===== config.mk =====
export PLATFORM = sky130hd
export DESIGN_NAME = blob_box_gap_detector
export DESIGN_NICKNAME = d
export VERILOG_FILES = /design/src/sv/bbgd_pkg.sv /design/src/sv/bbgd_line_mem.sv /design/src/sv/bbgd_scan.sv /design/src/sv/bbgd_track.sv /design/src/sv/bbgd_out_fifo.sv /design/src/sv/blob_box_gap_detector.sv
export SDC_FILE = /design/constraint.sdc
export NUM_CORES = 1
export LEC_CHECK = 0
export BUFFER_PORTS_ARGS = -buffer_cell sky130_fd_sc_hd__buf_2
export CORE_ASPECT_RATIO = 1.25
export CORE_MARGIN = 5
export CORE_UTILIZATION = 45
export CTS_CLUSTER_DIAMETER = 150
export DETAILED_ROUTE_END_ITERATION = 8
export GPL_TIMING_DRIVEN = 0
export PLACE_DENSITY_LB_ADDON = 0.12
export SLEW_MARGIN = 20
export SYNTH_ARGS = -nofsm -noshare
export SYNTH_HDL_FRONTEND = slang
export SYNTH_SLANG_ARGS = --single-unit

===== constraint.sdc =====
create_clock -name clk_i -period 13 [get_ports clk_i]
set_input_delay 3.25 -clock clk_i [delete_from_list [all_inputs] [get_ports clk_i]]
set_output_delay 3.25 -clock clk_i [all_outputs]
set_load 0.02 [all_outputs]

===== src/sv/bbgd_pkg.sv =====
package bbgd_pkg;

  // Fixed field widths
  localparam int unsigned CHAN_W  = 8;
  localparam int unsigned COORD_W = 10;
  localparam int unsigned CENTER_W = 11;
  localparam int unsigned EPOCH_W = 4;
  localparam int unsigned CFG_IDX_W = 3;
  localparam int unsigned CFG_DATA_W = 11;
  localparam int unsigned IN_DATA_W = 24;
  localparam int unsigned OUT_DATA_W = 48;

  // Configuration register indexes
  typedef enum logic [CFG_IDX_W-1:0] {
    CFG_SCAN_COLUMNS_FIRST = 3'd0,
    CFG_LINE_LENGTH        = 3'd1,
    CFG_LINE_COUNT         = 3'd2,
    CFG_ORIGIN_X           = 3'd3,
    CFG_ORIGIN_Y           = 3'd4,
    CFG_BRIGHT_LEVEL       = 3'd5,
    CFG_GAP_LINES          = 3'd6
  } cfg_reg_e;

  // Register reset values
  localparam logic [6:0]  LINE_LENGTH_RST  = 7'd60;
  localparam logic [10:0] LINE_COUNT_RST   = 11'd640;
  localparam logic [7:0]  BRIGHT_LEVEL_RST = 8'd16;
  localparam logic [3:0]  GAP_LINES_RST    = 4'd10;

  // One line buffer entry: brightness of the two previous lines at one position
  typedef struct packed {
    logic [EPOCH_W-1:0] epoch;
    logic               older;
    logic               newer;
  } line_entry_t;

  // Pixel handed from the scan stage to the tracking stage
  typedef struct packed {
    logic               cur;
    logic               eol;
    logic               eor;
    logic               n_ge3;
    logic               m_ge3;
    logic               m_ge1;
    logic [COORD_W-1:0] minor_c;
    logic [COORD_W-1:0] major_r;
    logic [EPOCH_W-1:0] epoch;
  } scan_item_t;

  // Reported object
  typedef struct packed {
    logic [COORD_W-1:0]  size_y;
    logic [COORD_W-1:0]  size_x;
    logic [CENTER_W-1:0] center_y;
    logic [CENTER_W-1:0] center_x;
  } result_t;

endpackage


===== src/sv/bbgd_line_mem.sv =====
module bbgd_line_mem #(
  parameter int unsigned DEPTH = 64,
  parameter int unsigned AW    = 6
) (
  input  logic                    clk_i,
  input  logic                    we_i,
  input  logic [AW-1:0]           waddr_i,
  input  bbgd_pkg::line_entry_t   wdata_i,
  input  logic                    re_i,
  input  logic [AW-1:0]           raddr_i,
  output bbgd_pkg::line_entry_t   rdata_o
);

  bbgd_pkg::line_entry_t mem_q [DEPTH];
  bbgd_pkg::line_entry_t rdata_q;

  // Write port
  always_ff @(posedge clk_i) begin
    if (we_i) begin
      mem_q[waddr_i] <= wdata_i;
    end
  end

  // Registered read port
  always_ff @(posedge clk_i) begin
    if (re_i) begin
      rdata_q <= mem_q[raddr_i];
    end
  end

  assign rdata_o = rdata_q;

endmodule


===== src/sv/bbgd_scan.sv =====
module bbgd_scan #(
  parameter int unsigned MAX_LINE_LENGTH = 64,
  parameter int unsigned MAX_LINE_COUNT  = 1024,
  parameter int unsigned AW = 6,
  parameter int unsigned MW = 10
) (
  input  logic                                  clk_i,
  input  logic                                  rst_ni,
  input  logic [6:0]                            cfg_line_length_i,
  input  logic [10:0]                           cfg_line_count_i,
  input  logic [bbgd_pkg::CHAN_W-1:0]           cfg_bright_level_i,
  input  logic                                  in_valid_i,
  input  logic [bbgd_pkg::IN_DATA_W-1:0]        in_data_i,
  input  logic                                  room_i,
  output logic                                  in_ready_o,
  output logic                                  mem_re_o,
  output logic [AW-1:0]                         mem_raddr_o,
  output logic                                  mem_we_o,
  output logic [AW-1:0]                         mem_waddr_o,
  output bbgd_pkg::line_entry_t                 mem_wdata_o,
  input  bbgd_pkg::line_entry_t                 wr_entry_i,
  output logic                                  item_valid_o,
  output bbgd_pkg::scan_item_t                  item_o
);

  localparam int unsigned LenW = AW + 1;
  localparam int unsigned CntW = MW + 1;

  logic [AW-1:0]                  n_q, n_d;
  logic [MW-1:0]                  m_q, m_d;
  logic [bbgd_pkg::EPOCH_W-1:0]   epoch_q, epoch_d;
  logic                           clear_q, clear_d;
  logic [AW-1:0]                  clr_addr_q, clr_addr_d;
  logic                           item_valid_q;
  bbgd_pkg::scan_item_t           item_q, item_d;
  logic [AW-1:0]                  addr_q;

  logic [LenW-1:0] len_eff, n_inc;
  logic [CntW-1:0] cnt_eff, m_inc;
  logic            accept, eol, eor, bright;
  logic [31:0]     n_dec, m_dec;

  // Clamp line length and line count into range
  always_comb begin
    if (32'(cfg_line_length_i) < 32'd3) begin
      len_eff = LenW'(3);
    end else if (32'(cfg_line_length_i) > MAX_LINE_LENGTH) begin
      len_eff = LenW'(MAX_LINE_LENGTH);
    end else begin
      len_eff = LenW'(cfg_line_length_i);
    end
    if (32'(cfg_line_count_i) < 32'd3) begin
      cnt_eff = CntW'(3);
    end else if (32'(cfg_line_count_i) > MAX_LINE_COUNT) begin
      cnt_eff = CntW'(MAX_LINE_COUNT);
    end else begin
      cnt_eff = CntW'(cfg_line_count_i);
    end
  end

  assign in_ready_o = !clear_q && room_i;
  assign accept     = in_valid_i && in_ready_o;
  assign n_inc      = {1'b0, n_q} + LenW'(1);
  assign m_inc      = {1'b0, m_q} + CntW'(1);
  assign eol        = n_inc >= len_eff;
  assign eor        = eol && (m_inc >= cnt_eff);
  assign n_dec      = 32'(n_q) - 32'd1;
  assign m_dec      = 32'(m_q) - 32'd1;

  // A pixel is bright when every channel reaches the level
  assign bright = (in_data_i[7:0] >= cfg_bright_level_i) &&
                  (in_data_i[15:8] >= cfg_bright_level_i) &&
                  (in_data_i[23:16] >= cfg_bright_level_i);

  // Advance scan position, region epoch and clearing sweep
  always_comb begin
    n_d        = n_q;
    m_d        = m_q;
    epoch_d    = epoch_q;
    clear_d    = clear_q;
    clr_addr_d = clr_addr_q;

    item_d.cur     = bright;
    item_d.eol     = eol;
    item_d.eor     = eor;
    item_d.n_ge3   = 32'(n_q) >= 32'd3;
    item_d.m_ge3   = 32'(m_q) >= 32'd3;
    item_d.m_ge1   = 32'(m_q) >= 32'd1;
    item_d.minor_c = n_dec[bbgd_pkg::COORD_W-1:0];
    item_d.major_r = m_dec[bbgd_pkg::COORD_W-1:0];
    item_d.epoch   = epoch_q;

    if (clear_q) begin
      if (clr_addr_q == AW'(MAX_LINE_LENGTH - 1)) begin
        clear_d    = 1'b0;
        clr_addr_d = '0;
      end else begin
        clr_addr_d = clr_addr_q + AW'(1);
      end
    end

    if (accept) begin
      if (eol) begin
        n_d = '0;
        if (eor) begin
          m_d = '0;
          // Stale entries are told apart by epoch; sweep when the epoch wraps
          if (epoch_q == '1) begin
            epoch_d = '0;
            clear_d = 1'b1;
          end else begin
            epoch_d = epoch_q + 1'b1;
          end
        end else begin
          m_d = m_q + MW'(1);
        end
      end else begin
        n_d = n_q + AW'(1);
      end
    end
  end

  // Control registers
  always_ff @(posedge clk_i or negedge rst_ni) begin
    if (!rst_ni) begin
      n_q          <= '0;
      m_q          <= '0;
      epoch_q      <= '0;
      clear_q      <= 1'b1;
      clr_addr_q   <= '0;
      item_valid_q <= 1'b0;
    end else begin
      n_q          <= n_d;
      m_q          <= m_d;
      epoch_q      <= epoch_d;
      clear_q      <= clear_d;
      clr_addr_q   <= clr_addr_d;
      item_valid_q <= accept;
    end
  end

  // Item payload follows the read into the tracking stage
  always_ff @(posedge clk_i) begin
    if (accept) begin
      item_q <= item_d;
      addr_q <= n_q;
    end
  end

  // Read ahead at the accepted position; the sweep overrides the write back
  assign mem_re_o    = accept;
  assign mem_raddr_o = n_q;
  assign mem_we_o    = clear_q || item_valid_q;
  assign mem_waddr_o = clear_q ? clr_addr_q : addr_q;
  assign mem_wdata_o = clear_q ? '0 : wr_entry_i;

  assign item_valid_o = item_valid_q;
  assign item_o       = item_q;

  // The sweep always leaves the epoch at zero
  a_sweep_epoch: assert property (@(posedge clk_i) disable iff (!rst_ni)
    $fell(clear_q) |-> epoch_q == '0)
    else $error("clearing sweep ended with a non-zero epoch");

  // Position never leaves the buffer
  a_pos_range: assert property (@(posedge clk_i) disable iff (!rst_ni)
    item_valid_q |-> 32'(addr_q) < MAX_LINE_LENGTH)
    else $error("write back address beyond line buffer");

endmodule


===== src/sv/bbgd_track.sv =====
module bbgd_track (
  input  logic                            clk_i,
  input  logic                            rst_ni,
  input  logic                            cfg_scan_columns_first_i,
  input  logic [bbgd_pkg::COORD_W-1:0]    cfg_origin_x_i,
  input  logic [bbgd_pkg::COORD_W-1:0]    cfg_origin_y_i,
  input  logic [3:0]                      cfg_gap_lines_i,
  input  logic                            item_valid_i,
  input  bbgd_pkg::scan_item_t            item_i,
  input  bbgd_pkg::line_entry_t           rd_entry_i,
  output bbgd_pkg::line_entry_t           wr_entry_o,
  output logic                            res_valid_o,
  output bbgd_pkg::result_t               res_o
);

  localparam int unsigned CW = bbgd_pkg::COORD_W;

  logic [1:0]    recent_q, recent_d;
  logic          win1_older_q, win1_newer_q, win2_older_q;
  logic [CW-1:0] box_xl_q, box_xl_d, box_xh_q, box_xh_d;
  logic [CW-1:0] box_yl_q, box_yl_d, box_yh_q, box_yh_d;
  logic          open_q, open_d, had_q, had_d;
  logic [3:0]    empty_q, empty_d;

  logic          ent_ok, ent_older, ent_newer, hit;
  logic [CW-1:0] hx, hy, xl_n, xh_n, yl_n, yh_n;
  logic          open_now, had_now, gap_step, emit;
  logic [3:0]    empty_now, empty_inc, gap_eff;
  logic [CW:0]   sum_x, sum_y;

  // Entries from an earlier region read as dark
  assign ent_ok    = rd_entry_i.epoch == item_i.epoch;
  assign ent_older = ent_ok && rd_entry_i.older;
  assign ent_newer = ent_ok && rd_entry_i.newer;

  // Shift the line history at this position
  always_comb begin
    wr_entry_o.epoch = item_i.epoch;
    wr_entry_o.older = ent_newer;
    wr_entry_o.newer = item_i.cur;
  end

  // Centre pixel one line up and one back, tested with its four diagonals
  assign hit = item_i.m_ge3 && item_i.n_ge3 && item_i.cur && recent_q[1] &&
               win1_newer_q && win2_older_q && ent_older;
  assign hx  = cfg_scan_columns_first_i ? item_i.major_r : item_i.minor_c;
  assign hy  = cfg_scan_columns_first_i ? item_i.minor_c : item_i.major_r;

  assign xl_n = (hit && hx < box_xl_q) ? hx : box_xl_q;
  assign xh_n = (hit && hx > box_xh_q) ? hx : box_xh_q;
  assign yl_n = (hit && hy < box_yl_q) ? hy : box_yl_q;
  assign yh_n = (hit && hy > box_yh_q) ? hy : box_yh_q;

  assign open_now  = open_q || hit;
  assign had_now   = had_q || hit;
  assign empty_now = hit ? 4'd0 : empty_q;
  assign empty_inc = empty_now + 4'd1;
  assign gap_eff   = (cfg_gap_lines_i == 4'd0) ? 4'd1 : cfg_gap_lines_i;
  assign gap_step  = item_i.eol && item_i.m_ge1 && open_now && !had_now;
  assign emit      = item_valid_i && gap_step && (empty_inc >= gap_eff);

  // Report the box as centre plus origin and extent
  assign sum_x = {1'b0, box_xl_q} + {1'b0, box_xh_q};
  assign sum_y = {1'b0, box_yl_q} + {1'b0, box_yh_q};
  always_comb begin
    res_o.center_x = {1'b0, cfg_origin_x_i} + {1'b0, sum_x[CW:1]};
    res_o.center_y = {1'b0, cfg_origin_y_i} + {1'b0, sum_y[CW:1]};
    res_o.size_x   = box_xh_q - box_xl_q;
    res_o.size_y   = box_yh_q - box_yl_q;
  end
  assign res_valid_o = emit;

  // Grow the box, count empty lines, close or drop the object
  always_comb begin
    recent_d = recent_q;
    box_xl_d = box_xl_q;
    box_xh_d = box_xh_q;
    box_yl_d = box_yl_q;
    box_yh_d = box_yh_q;
    open_d   = open_q;
    had_d    = had_q;
    empty_d  = empty_q;
    if (item_valid_i) begin
      box_xl_d = xl_n;
      box_xh_d = xh_n;
      box_yl_d = yl_n;
      box_yh_d = yh_n;
      open_d   = open_now;
      had_d    = had_now;
      empty_d  = empty_now;
      recent_d = {recent_q[0], item_i.cur};
      if (item_i.eol) begin
        recent_d = 2'b00;
        had_d    = 1'b0;
        if (gap_step) begin
          empty_d = empty_inc;
        end
        if (emit || item_i.eor) begin
          box_xl_d = '1;
          box_xh_d = '0;
          box_yl_d = '1;
          box_yh_d = '0;
          open_d   = 1'b0;
          empty_d  = '0;
        end
      end
    end
  end

  always_ff @(posedge clk_i or negedge rst_ni) begin
    if (!rst_ni) begin
      recent_q <= 2'b00;
      box_xl_q <= '1;
      box_xh_q <= '0;
      box_yl_q <= '1;
      box_yh_q <= '0;
      open_q   <= 1'b0;
      had_q    <= 1'b0;
      empty_q  <= '0;
    end else begin
      recent_q <= recent_d;
      box_xl_q <= box_xl_d;
      box_xh_q <= box_xh_d;
      box_yl_q <= box_yl_d;
      box_yh_q <= box_yh_d;
      open_q   <= open_d;
      had_q    <= had_d;
      empty_q  <= empty_d;
    end
  end

  // Hold the previous-line entries of the last two positions
  always_ff @(posedge clk_i) begin
    if (item_valid_i) begin
      win2_older_q <= win1_older_q;
      win1_older_q <= ent_older;
      win1_newer_q <= ent_newer;
    end
  end

  // A report always closes an object that is open
  a_emit_open: assert property (@(posedge clk_i) disable iff (!rst_ni)
    res_valid_o |-> open_q)
    else $error("object reported while none is open");

  // A report leaves the box cleared
  a_emit_clears: assert property (@(posedge clk_i) disable iff (!rst_ni)
    res_valid_o |=> !open_q && box_xh_q == '0 && box_yh_q == '0)
    else $error("box not cleared after report");

endmodule


===== src/sv/bbgd_out_fifo.sv =====
module bbgd_out_fifo (
  input  logic               clk_i,
  input  logic               rst_ni,
  input  logic               push_i,
  input  bbgd_pkg::result_t  push_data_i,
  input  logic               pop_i,
  output logic [1:0]         count_o,
  output logic               out_valid_o,
  output bbgd_pkg::result_t  out_data_o
);

  bbgd_pkg::result_t slot_q [2];
  logic              wr_ptr_q, rd_ptr_q;
  logic [1:0]        cnt_q;
  logic              do_pop;

  assign do_pop = pop_i && (cnt_q != 2'd0);

  // Pointers and fill level
  always_ff @(posedge clk_i or negedge rst_ni) begin
    if (!rst_ni) begin
      wr_ptr_q <= 1'b0;
      rd_ptr_q <= 1'b0;
      cnt_q    <= 2'd0;
    end else begin
      if (push_i) begin
        wr_ptr_q <= !wr_ptr_q;
      end
      if (do_pop) begin
        rd_ptr_q <= !rd_ptr_q;
      end
      cnt_q <= cnt_q + {1'b0, push_i} - {1'b0, do_pop};
    end
  end

  // Store the item
  always_ff @(posedge clk_i) begin
    if (push_i) begin
      slot_q[wr_ptr_q] <= push_data_i;
    end
  end

  assign count_o     = cnt_q;
  assign out_valid_o = cnt_q != 2'd0;
  assign out_data_o  = slot_q[rd_ptr_q];

  // Input back-pressure must keep the queue from overflowing
  a_no_overflow: assert property (@(posedge clk_i) disable iff (!rst_ni)
    !(push_i && cnt_q == 2'd2 && !pop_i))
    else $error("result queue overflow");

endmodule


===== src/sv/blob_box_gap_detector.sv =====
// Bounding-box gap detector over one difference region.
// Slave stream: one pixel item per handshake, in scan order, line_length
// pixels per line and line_count lines per region. Master stream: one item
// per closed object (centre x/y with region origin added, box size x/y).
// Configuration: write cfg_wdata_i to register cfg_index_i while cfg_we_i is
// high; write only while no item is in flight.
// Throughput: one pixel per clock while s_axis_tready is high. Each pixel
// reads the two-line brightness history at its position from a line memory
// with one read and one write port and writes it back in the next cycle;
// the read for the next pixel overlaps that write. A result is computed from
// the registered last pixel of the line that completes the gap, then queued.
// Stalls: results wait in a two-entry queue; s_axis_tready drops while that
// queue might not take a result from the pixel in flight.
// Reset: a sweep clears all MAX_LINE_LENGTH line entries with s_axis_tready
// low; the same sweep repeats once every 16 regions, at the region's end.
module blob_box_gap_detector #(
  parameter int unsigned MAX_LINE_LENGTH = 64,
  parameter int unsigned MAX_LINE_COUNT  = 1024
) (
  input  logic                                clk_i,
  input  logic                                rst_ni,
  input  logic                                s_axis_tvalid,
  output logic                                s_axis_tready,
  // [7:0] chan_blue, [15:8] chan_green, [23:16] chan_red
  input  logic [bbgd_pkg::IN_DATA_W-1:0]      s_axis_tdata,
  output logic                                m_axis_tvalid,
  input  logic                                m_axis_tready,
  // [10:0] center_x, [21:11] center_y, [31:22] size_x, [41:32] size_y, rest zero
  output logic [bbgd_pkg::OUT_DATA_W-1:0]     m_axis_tdata,
  input  logic                                cfg_we_i,
  input  logic [bbgd_pkg::CFG_IDX_W-1:0]      cfg_index_i,
  input  logic [bbgd_pkg::CFG_DATA_W-1:0]     cfg_wdata_i
);

  localparam int unsigned AW = $clog2(MAX_LINE_LENGTH);
  localparam int unsigned MW = $clog2(MAX_LINE_COUNT);

  logic        scan_columns_first_q;
  logic [6:0]  line_length_q;
  logic [10:0] line_count_q;
  logic [9:0]  origin_x_q, origin_y_q;
  logic [7:0]  bright_level_q;
  logic [3:0]  gap_lines_q;

  logic                   mem_re, mem_we;
  logic [AW-1:0]          mem_raddr, mem_waddr;
  bbgd_pkg::line_entry_t  mem_wdata, mem_rdata, wr_entry;
  logic                   item_valid, res_valid, room;
  bbgd_pkg::scan_item_t   item;
  bbgd_pkg::result_t      res, out_res;
  logic [1:0]             q_count;

  // Configuration registers
  always_ff @(posedge clk_i or negedge rst_ni) begin
    if (!rst_ni) begin
      scan_columns_first_q <= 1'b0;
      line_length_q        <= bbgd_pkg::LINE_LENGTH_RST;
      line_count_q         <= bbgd_pkg::LINE_COUNT_RST;
      origin_x_q           <= '0;
      origin_y_q           <= '0;
      bright_level_q       <= bbgd_pkg::BRIGHT_LEVEL_RST;
      gap_lines_q          <= bbgd_pkg::GAP_LINES_RST;
    end else if (cfg_we_i) begin
      case (bbgd_pkg::cfg_reg_e'(cfg_index_i))
        bbgd_pkg::CFG_SCAN_COLUMNS_FIRST: scan_columns_first_q <= cfg_wdata_i[0];
        bbgd_pkg::CFG_LINE_LENGTH:        line_length_q        <= cfg_wdata_i[6:0];
        bbgd_pkg::CFG_LINE_COUNT:         line_count_q         <= cfg_wdata_i[10:0];
        bbgd_pkg::CFG_ORIGIN_X:           origin_x_q           <= cfg_wdata_i[9:0];
        bbgd_pkg::CFG_ORIGIN_Y:           origin_y_q           <= cfg_wdata_i[9:0];
        bbgd_pkg::CFG_BRIGHT_LEVEL:       bright_level_q       <= cfg_wdata_i[7:0];
        bbgd_pkg::CFG_GAP_LINES:          gap_lines_q          <= cfg_wdata_i[3:0];
        default: ;
      endcase
    end
  end

  // Leave room in the queue for a result from the pixel in flight
  assign room = (q_count == 2'd0) || ((q_count == 2'd1) && !item_valid);

  bbgd_scan #(
    .MAX_LINE_LENGTH (MAX_LINE_LENGTH),
    .MAX_LINE_COUNT  (MAX_LINE_COUNT),
    .AW              (AW),
    .MW              (MW)
  ) u_scan (
    .clk_i              (clk_i),
    .rst_ni             (rst_ni),
    .cfg_line_length_i  (line_length_q),
    .cfg_line_count_i   (line_count_q),
    .cfg_bright_level_i (bright_level_q),
    .in_valid_i         (s_axis_tvalid),
    .in_data_i          (s_axis_tdata),
    .room_i             (room),
    .in_ready_o         (s_axis_tready),
    .mem_re_o           (mem_re),
    .mem_raddr_o        (mem_raddr),
    .mem_we_o           (mem_we),
    .mem_waddr_o        (mem_waddr),
    .mem_wdata_o        (mem_wdata),
    .wr_entry_i         (wr_entry),
    .item_valid_o       (item_valid),
    .item_o             (item)
  );

  bbgd_line_mem #(
    .DEPTH (MAX_LINE_LENGTH),
    .AW    (AW)
  ) u_line_mem (
    .clk_i   (clk_i),
    .we_i    (mem_we),
    .waddr_i (mem_waddr),
    .wdata_i (mem_wdata),
    .re_i    (mem_re),
    .raddr_i (mem_raddr),
    .rdata_o (mem_rdata)
  );

  bbgd_track u_track (
    .clk_i                    (clk_i),
    .rst_ni                   (rst_ni),
    .cfg_scan_columns_first_i (scan_columns_first_q),
    .cfg_origin_x_i           (origin_x_q),
    .cfg_origin_y_i           (origin_y_q),
    .cfg_gap_lines_i          (gap_lines_q),
    .item_valid_i             (item_valid),
    .item_i                   (item),
    .rd_entry_i               (mem_rdata),
    .wr_entry_o               (wr_entry),
    .res_valid_o              (res_valid),
    .res_o                    (res)
  );

  bbgd_out_fifo u_out_fifo (
    .clk_i       (clk_i),
    .rst_ni      (rst_ni),
    .push_i      (res_valid),
    .push_data_i (res),
    .pop_i       (m_axis_tready),
    .count_o     (q_count),
    .out_valid_o (m_axis_tvalid),
    .out_data_o  (out_res)
  );

  assign m_axis_tdata = {6'd0, out_res};

endmodule

==> impl_metrics.csv, run 1 <==
group,metric,value,unit
floorplanning,floorplan.initialDensity,45.2,%
drt,drt_iter0_drc,1075,
timing,fin_crit,5.83,ns
timing,slew_viol_final,0,
power,pwr-share-clk,42.2,%
final_layout,postLayoutCellArea,34200,µm²
power,pwr_density_cell,131,nW/µm²
yosys,synth_top_family_by_area,"multiplexers",
power,sequentialPowerShare,50.7,%
worst_setup_path,cp.arrival,2.58,ns
yosys,synth_compound_area_share,6.56,%
yosys,yosys-top-cells-area,"edfxtp_1, dfrtp_1, mux4_2",
power,power.switching,1020,µW
clocking,clkTransAtPathRegs,0.06,ns
place,portBuffers,84,
final_layout,area_growth,13.6,%
grt,grt_pass1_wl,115000,µm
floorplanning,die-area,72200,µm²
yosys,avgSynthCellArea,14.9,µm²
drt,viasPerCell,5.62,
power,swShare,22.7,%
yosys,syn-cell-area,30100,µm²
place,dp.cells,2993,
power,p_comb_share,7.1,%
clocking,clk_path_buf_depth,3,
clocking,cts_hold_buf,0,
final_layout,antenna_cells,0,
job,maxCapViolCount,0,
yosys,ys_seq_area_share,61.9,%
floorplanning,rows,106,
power,leakagePower,0.0115,µW
timing,slew_headroom,31.0,%
clocking,h-tree-depth,3,
yosys,synth_seq_cells,641,
floorplanning,design.core.area,66600,µm²
clocking,cts_root_buffer,"clkbuf_16",
clocking,cts_tree,"yes",
floorplanning,pin_count,93,
power,p_int,3460,µW
place,dp_hpwl,56000,µm
drt,first_pass_iters,6,
drt,drtAntennaViolNets,0,
grt,antenna_found_initial,0,
place,postPlaceCellArea,32000,µm²
drt,drt-total-wl,76500,µm
run_status,outcome,"complete, no violations",
grt,track_usage,21.2,%
yosys,synth_top_area_share,50.9,%
timing,fin_skew,0.0168,ns
grt,grt_max_degree,93,
yosys,ys_warn_count,0,
yosys,synth-edff-count,510,
drt,drc,0,
worst_setup_path,start_kind,"flop",
clocking,numCtsBuffers,68,
worst_setup_path,cp-end-kind,"output port",
drt,vias,17518,
worst_setup_path,path_class,"flop to output port",
final_layout,final_cells,3118,
worst_setup_path,cp_max_fo,10,
drt,wl_per_cell,24.5,µm
yosys,synth-simple-area-share,6.72,%
timing,grt_setup_unrepaired,"no",
yosys,synthAdderAreaFrac,6.71,%
yosys,syn_inst,2026,
final_layout,nets,2400,
grt,first_global_vias,18218,
place,place.gp.congestion,0.881,
hold_path,hold_class,"flop to flop",
timing,max_freq,0.171,GHz
timing,setup_tns,0,ns
yosys,muxShareOfSynthArea,12.7,%
yosys,synthDistinctLibCells,83,
timing,hold_violations,0,
floorplanning,die_h,299,µm
timing,fin_crit_sh,44.9,%
clocking,ctsResizeCount,0,
timing,setup_viol,0,
clocking,insertion_delay,0.61,ns
clocking,cts_sinks,641,
final_layout,final_layout_size_suffix_gt1_share,21.4,%
power,vdd_ir_drop_max,124,µV
worst_setup_path,critPathRequiredTime,9.75,ns
grt,gr-total-overflow,0,
yosys,async_flop_share,20.4,%
timing,tightest_slew,1.03,ns
clocking,post_cts.repair.setup_buffers,0,
yosys,ys.flop_type,"edfxtp_1",
yosys,synth_top_area_cell,"edfxtp_1",
yosys,synth_xor_area_share,2.44,%
floorplanning,die_w,241,µm
==> stage by stage <==
step	hold slack [ns]	power, µW	utilization [%]	worst slack (ns)
after CTS	0.434	4540	51.4	6.98
final	0.430	4480	51.4	7.17
after global placement	0.405	2630	47.5	6.63
after floorplan	0.400	2530	-	7.53
after detailed placement	0.420	2640	48.1	7.64
after global routing	0.439	4660	51.4	6.99
==> cell usage in the layout, fill, tap and decap left out, types with 49 or more instances in the layout <==
cell,n
a21oi_1,55
buf_2,92
clkbuf_1,49
clkbuf_16,69
dfrtp_1,101
edfxtp_1,510
ha_1,152
inv_1,107
mux2_2,100
mux4_2,90
nand2_1,131
nor2_1,117
o21ai_0,60
xnor2_1,51
==> cell usage after synthesis (7+ instances only) <==
master     number
a21oi_1        55
nand2b_1       25
ha_1          152
buf_6           9
a21o_1         21
o2bb2ai_1       7
and2_1         10
nor3_1         26
a22o_1         13
inv_1         107
buf_4          15
o31ai_1         9
nor2b_1        23
buf_2           9
nor2_1        119
nand3_1        32
o21bai_1        8
mux4_1          9
a22oi_1        11
dfstp_2        30
mux2i_1        44
edfxtp_1      510
clkbuf_1       35
xnor2_1        51
nand2_1       131
nand4_1         8
dfrtp_1       101
o21a_1         10
mux4_2         90
o22ai_1         7
mux2_2        100
o21ai_0        60
a31oi_1         7
xor2_1         33
a2bb2oi_1       7
nor4_1          8
a32o_1         12
and3_1         12
==> sequential cells by signal, indices dropped and copies added, names as in the netlist, 7 cells and up <==
register / count
bright_level_q: 8
line_count_q: 11
line_length_q: 7
origin_x_q: 10
origin_y_q: 10
u_line_mem.mem_q: 384
u_out_fifo.slot_q: 84
u_scan.item_o: 27
u_scan.m_q: 10
u_track.box_xh_q: 10
u_track.box_xl_q: 10
u_track.box_yh_q: 10
u_track.box_yl_q: 10
==> routing by layer <==
metal	up-vias	part of all wire, %	track usage [%]
met5	-	0	0
met4	0	4.6	9.12
met3	134	3.7	2.62
met2	404	54	38.9
met1	8920	38	24.7
li1	8060	-	-
==> worst max-delay path: stages, from the launching register on <==
cell	delay, ns
dfrtp_1	0.32
clkbuf_1	0.48
clkbuf_1	0.58
mux2_2	0.43
buf_2	0.16
==> path summary, 6_finish.rpt <==
kind / endpoint / startpoint / depth (start not counted) / slack [ns]
setup / recovery: m_axis_tdata[10] / u_out_fifo.rd_ptr_q$_DFFE_PN0P_ / 4 / 7.17
hold / removal: u_track.win2_older_q$_DFFE_PP_ / u_track.win1_older_q$_DFFE_PP_ / 0 / 0.43
setup reg to reg: u_scan.m_q[2]$_DFFE_PN0P_ / u_scan.mem_raddr_o[1]$_DFFE_PN0P_ / 12 / 8.17
hold reg to reg: u_track.win2_older_q$_DFFE_PP_ / u_track.win1_older_q$_DFFE_PP_ / 0 / 0.43
max in group asynchronous: bright_level_q[4]$_DFFE_PN1P_ / rst_ni / 2 / 9.65
min in group asynchronous: u_out_fifo.wr_ptr_q$_DFFE_PN0P_ / rst_ni / 1 / 2.52
==> cell families after synthesis <==
group	count (synthesis)
and+or+nand+nor	425
xor gates and xnor gates	84
muxes	243
AOI/OAI and AO/OA	287
adders and majority gates	158
buffers and inverters	187
other	1
DFF	641
==> cell type report <==
type                            count  area [µm²]
Inverter                          109         410
Tap cell                          864        1080
Sequential cell                   641       18600
Buffer                             78         484
Clock inverter                     38         347
Clock buffer                       87        1830
Multi-Input combinational cell   1203       10700
Fill cell                        5562       32400
Timing Repair Buffer               98         763
==> power by group through the flow <==
stage	combinational (µW)	clock, µW	sequential [µW]
after global placement	316	0	2310
after global routing	354	2030	2280
after CTS	328	1930	2270
final	319	1890	2270
after floorplan	231	0	2300
after detailed placement	327	0	2310
No activity file was read; power rests on OpenSTA's default activity.
==> inputs of run 2 (changes only) <==
==> constraint.sdc (replaced) <==
create_clock -name clk_i -period 4.9 [get_ports clk_i]
set_input_delay 1.225 -clock clk_i [delete_from_list [all_inputs] [get_ports clk_i]]
set_output_delay 1.225 -clock clk_i [all_outputs]
set_load 0.02 [all_outputs]
==> run 2 against run 1 <==
Net effect:
- clock power grew to 2.7 times the previous value
- flip-flop and latch count unchanged
- sequential power increased to 2.7 times the previous value
- clock-buffer cell count did not move
- cell count is essentially flat
- register-to-register slack got worse by 7.8 ns
- critical path depth rose by 7
- non-clock buffer count fell by 1
- combinational power rose to 2.7 times the previous value
- largest power group unchanged
==> impl_metrics.csv, run 2 (same netlist as run 1, synthesis figures left out) <==
group,metric,value,unit
run_status,outcome,"complete, no violations",
floorplanning,rows,106,
timing,tightest_slew,1.02,ns
worst_setup_path,crit_slowest_cell,"o211ai_1",
timing,slew_viol_final,0,
clocking,ctsResizeCount,0,
worst_setup_path,cp-end-kind,"flop",
floorplanning,pin_count,93,
drt,drtAntennaViolNets,0,
drt,wl_per_cell,24.6,µm
drt,first_pass_iters,5,
drt,viasPerCell,5.65,
worst_setup_path,crit_chain,"buf_2 > buf_6 > clkbuf_1 > buf_1 > xor2_1 > ha_1 > a21oi_1 > o211ai_1 > nand2_1 > nor2_1 > a22o_1",
worst_setup_path,critPathRequiredTime,5.43,ns
place,portBuffers,84,
timing,setup_viol,0,
timing,slew_headroom,32.0,%
grt,gr-total-overflow,0,
grt,grt_max_degree,93,
place,postPlaceCellArea,32000,µm²
timing,fin_ws,0.400,ns
timing,grt_setup_unrepaired,"no",
drt,routedLengthMet1,29100,µm
worst_setup_path,slowest_delay,0.70,ns
grt,grt_pass1_wl,115000,µm
grt,first_global_vias,18218,
worst_setup_path,cp_max_fo,10,
floorplanning,die_w,241,µm
final_layout,antenna_cells,0,
hold_path,hold_class,"flop to flop",
clocking,clk_path_buf_depth,3,
floorplanning,die_h,299,µm
floorplanning,floorplan.initialDensity,45.2,%
floorplanning,design.core.area,66600,µm²
final_layout,final_layout_size_suffix_gt1_share,21.4,%
clocking,h-tree-depth,3,
clocking,cts_tree,"yes",
clocking,cts_root_buffer,"clkbuf_16",
timing,hold_violations,0,
place,dp_hpwl,56000,µm
timing,fin_crit,4.50,ns
worst_setup_path,cp.arrival,5.03,ns
drt,dr_wl_met2,41200,µm
drt,vias,17600,
power,pwr_density_cell,347,nW/µm²
clocking,insertion_delay,0.61,ns
timing,whs,0.430,ns
clocking,cts_sinks,641,
place,place_ws,0.131,ns
final_layout,postLayoutCellArea,34200,µm²
worst_setup_path,start_kind,"flop",
power,leakagePower,0.0115,µW
power,power,11900,µW
drt,drc,0,
place,place.gp.congestion,0.881,
clocking,clkTransAtPathRegs,0.06,ns
power,vdd_ir_drop_max,328,µV
clocking,numCtsBuffers,68,
timing,setup_tns,0,ns
timing,fin_skew,0.0171,ns
final_layout,most-common-layout-cells,"edfxtp_1, ha_1, nand2_1, nor2_1, inv_1",
drt,highest_layer,"met4",
drt,drt_iter0_drc,1106,
drt,wl_met3,2770,µm
final_layout,largest_register,"u_line_mem.mem_q",
worst_setup_path,path_class,"flop to flop",
grt,antenna_found_initial,0,
final_layout,layout_commonest_cell,"edfxtp_1",
floorplanning,die-area,72200,µm²
timing,max_freq,0.222,GHz
job,maxCapViolCount,0,
final_layout,area_growth,13.6,%
final_layout,largest_reg_flops,384,
drt,drt-total-wl,76600,µm
timing,fin_crit_sh,91.8,%
grt,track_usage,21.2,%
final_layout,nets,2399,
==> run 2: cell count changes in the layout (fill, tap and decap cells not counted) <==
cell,previous run,this run
clkbuf_1,49,48
==> run 2: layer usage <==
layer | GRT usage, % | vias up
met5 | 0 | -
met4 | 9.12 | 0
met3 | 2.62 | 148
met2 | 38.9 | 447
met1 | 24.7 | 8941
li1 | - | 8064
==> run 2: layout make-up <==
| cell class | instances | area [µm²] |
|---|---|---|
| buffer | 77 | 480 |
| clock buffer | 87 | 1830 |
| clock inverter | 38 | 347 |
| fill | 5561 | 32400 |
| inverter | 109 | 410 |
| multi-input combinational | 1203 | 10700 |
| sequential | 641 | 18600 |
| tap | 864 | 1080 |
| timing repair buffer | 98 | 763 |
==> run 2: report_power, final <==
part           switching (µW)  internal (µW)  total [µW]  leakage (µW)
Combinational             466            381         847       0.00512
Sequential               75.5           5950        6030       0.00535
Clock                    2170           2850        5010       0.00107
Total                    2710           9180       11900        0.0115
==> run 2: through the flow <==
stage | instances | util (%)
2_1_floorplan | 2031 | -
4_1_cts | 3118 | 51.4
5_1_grt | 3117 | 51.4
6_report | 3117 | 51.4
3_5_place_dp | 2993 | 48.1
3_3_place_gp | 2979 | 47.5
==> run 2: worst paths after layout <==
check / from / to / slack, ns / depth (start not counted)
worst max register to register: u_scan.mem_raddr_o[2]$_DFFE_PN0P_ / u_scan.m_q[2]$_DFFE_PN0P_ / 0.40 / 11
max in group asynchronous: rst_ni / bright_level_q[4]$_DFFE_PN1P_ / 3.57 / 2
worst min-delay path: u_track.win1_older_q$_DFFE_PP_ / u_track.win2_older_q$_DFFE_PP_ / 0.43 / 0
min in group asynchronous: rst_ni / u_out_fifo.wr_ptr_q$_DFFE_PN0P_ / 0.50 / 1
worst min register to register: u_track.win1_older_q$_DFFE_PP_ / u_track.win2_older_q$_DFFE_PP_ / 0.43 / 0
worst max-delay path: u_scan.mem_raddr_o[2]$_DFFE_PN0P_ / u_scan.m_q[2]$_DFFE_PN0P_ / 0.40 / 11
==> run 2: critical path, delay by kind of cell, from the launching register on <==
| family | cells | cell delay [ns] |
|---|---|---|
| AOI/OAI and AO/OA | 3 | 1.00 |
| buffers and inverters | 4 | 1.56 |
| adders and majority gates | 1 | 0.31 |
| DFF | 1 | 0.47 |
| and+or+nand+nor | 2 | 0.92 |
| xor gates and xnor gates | 1 | 0.15 |
==> run 2: timing repair <==
item                                    in CTS  in global routing
hold buffers                                 0                  0
setup buffers                                0                  0
endpoints found under the setup margin       0                  7
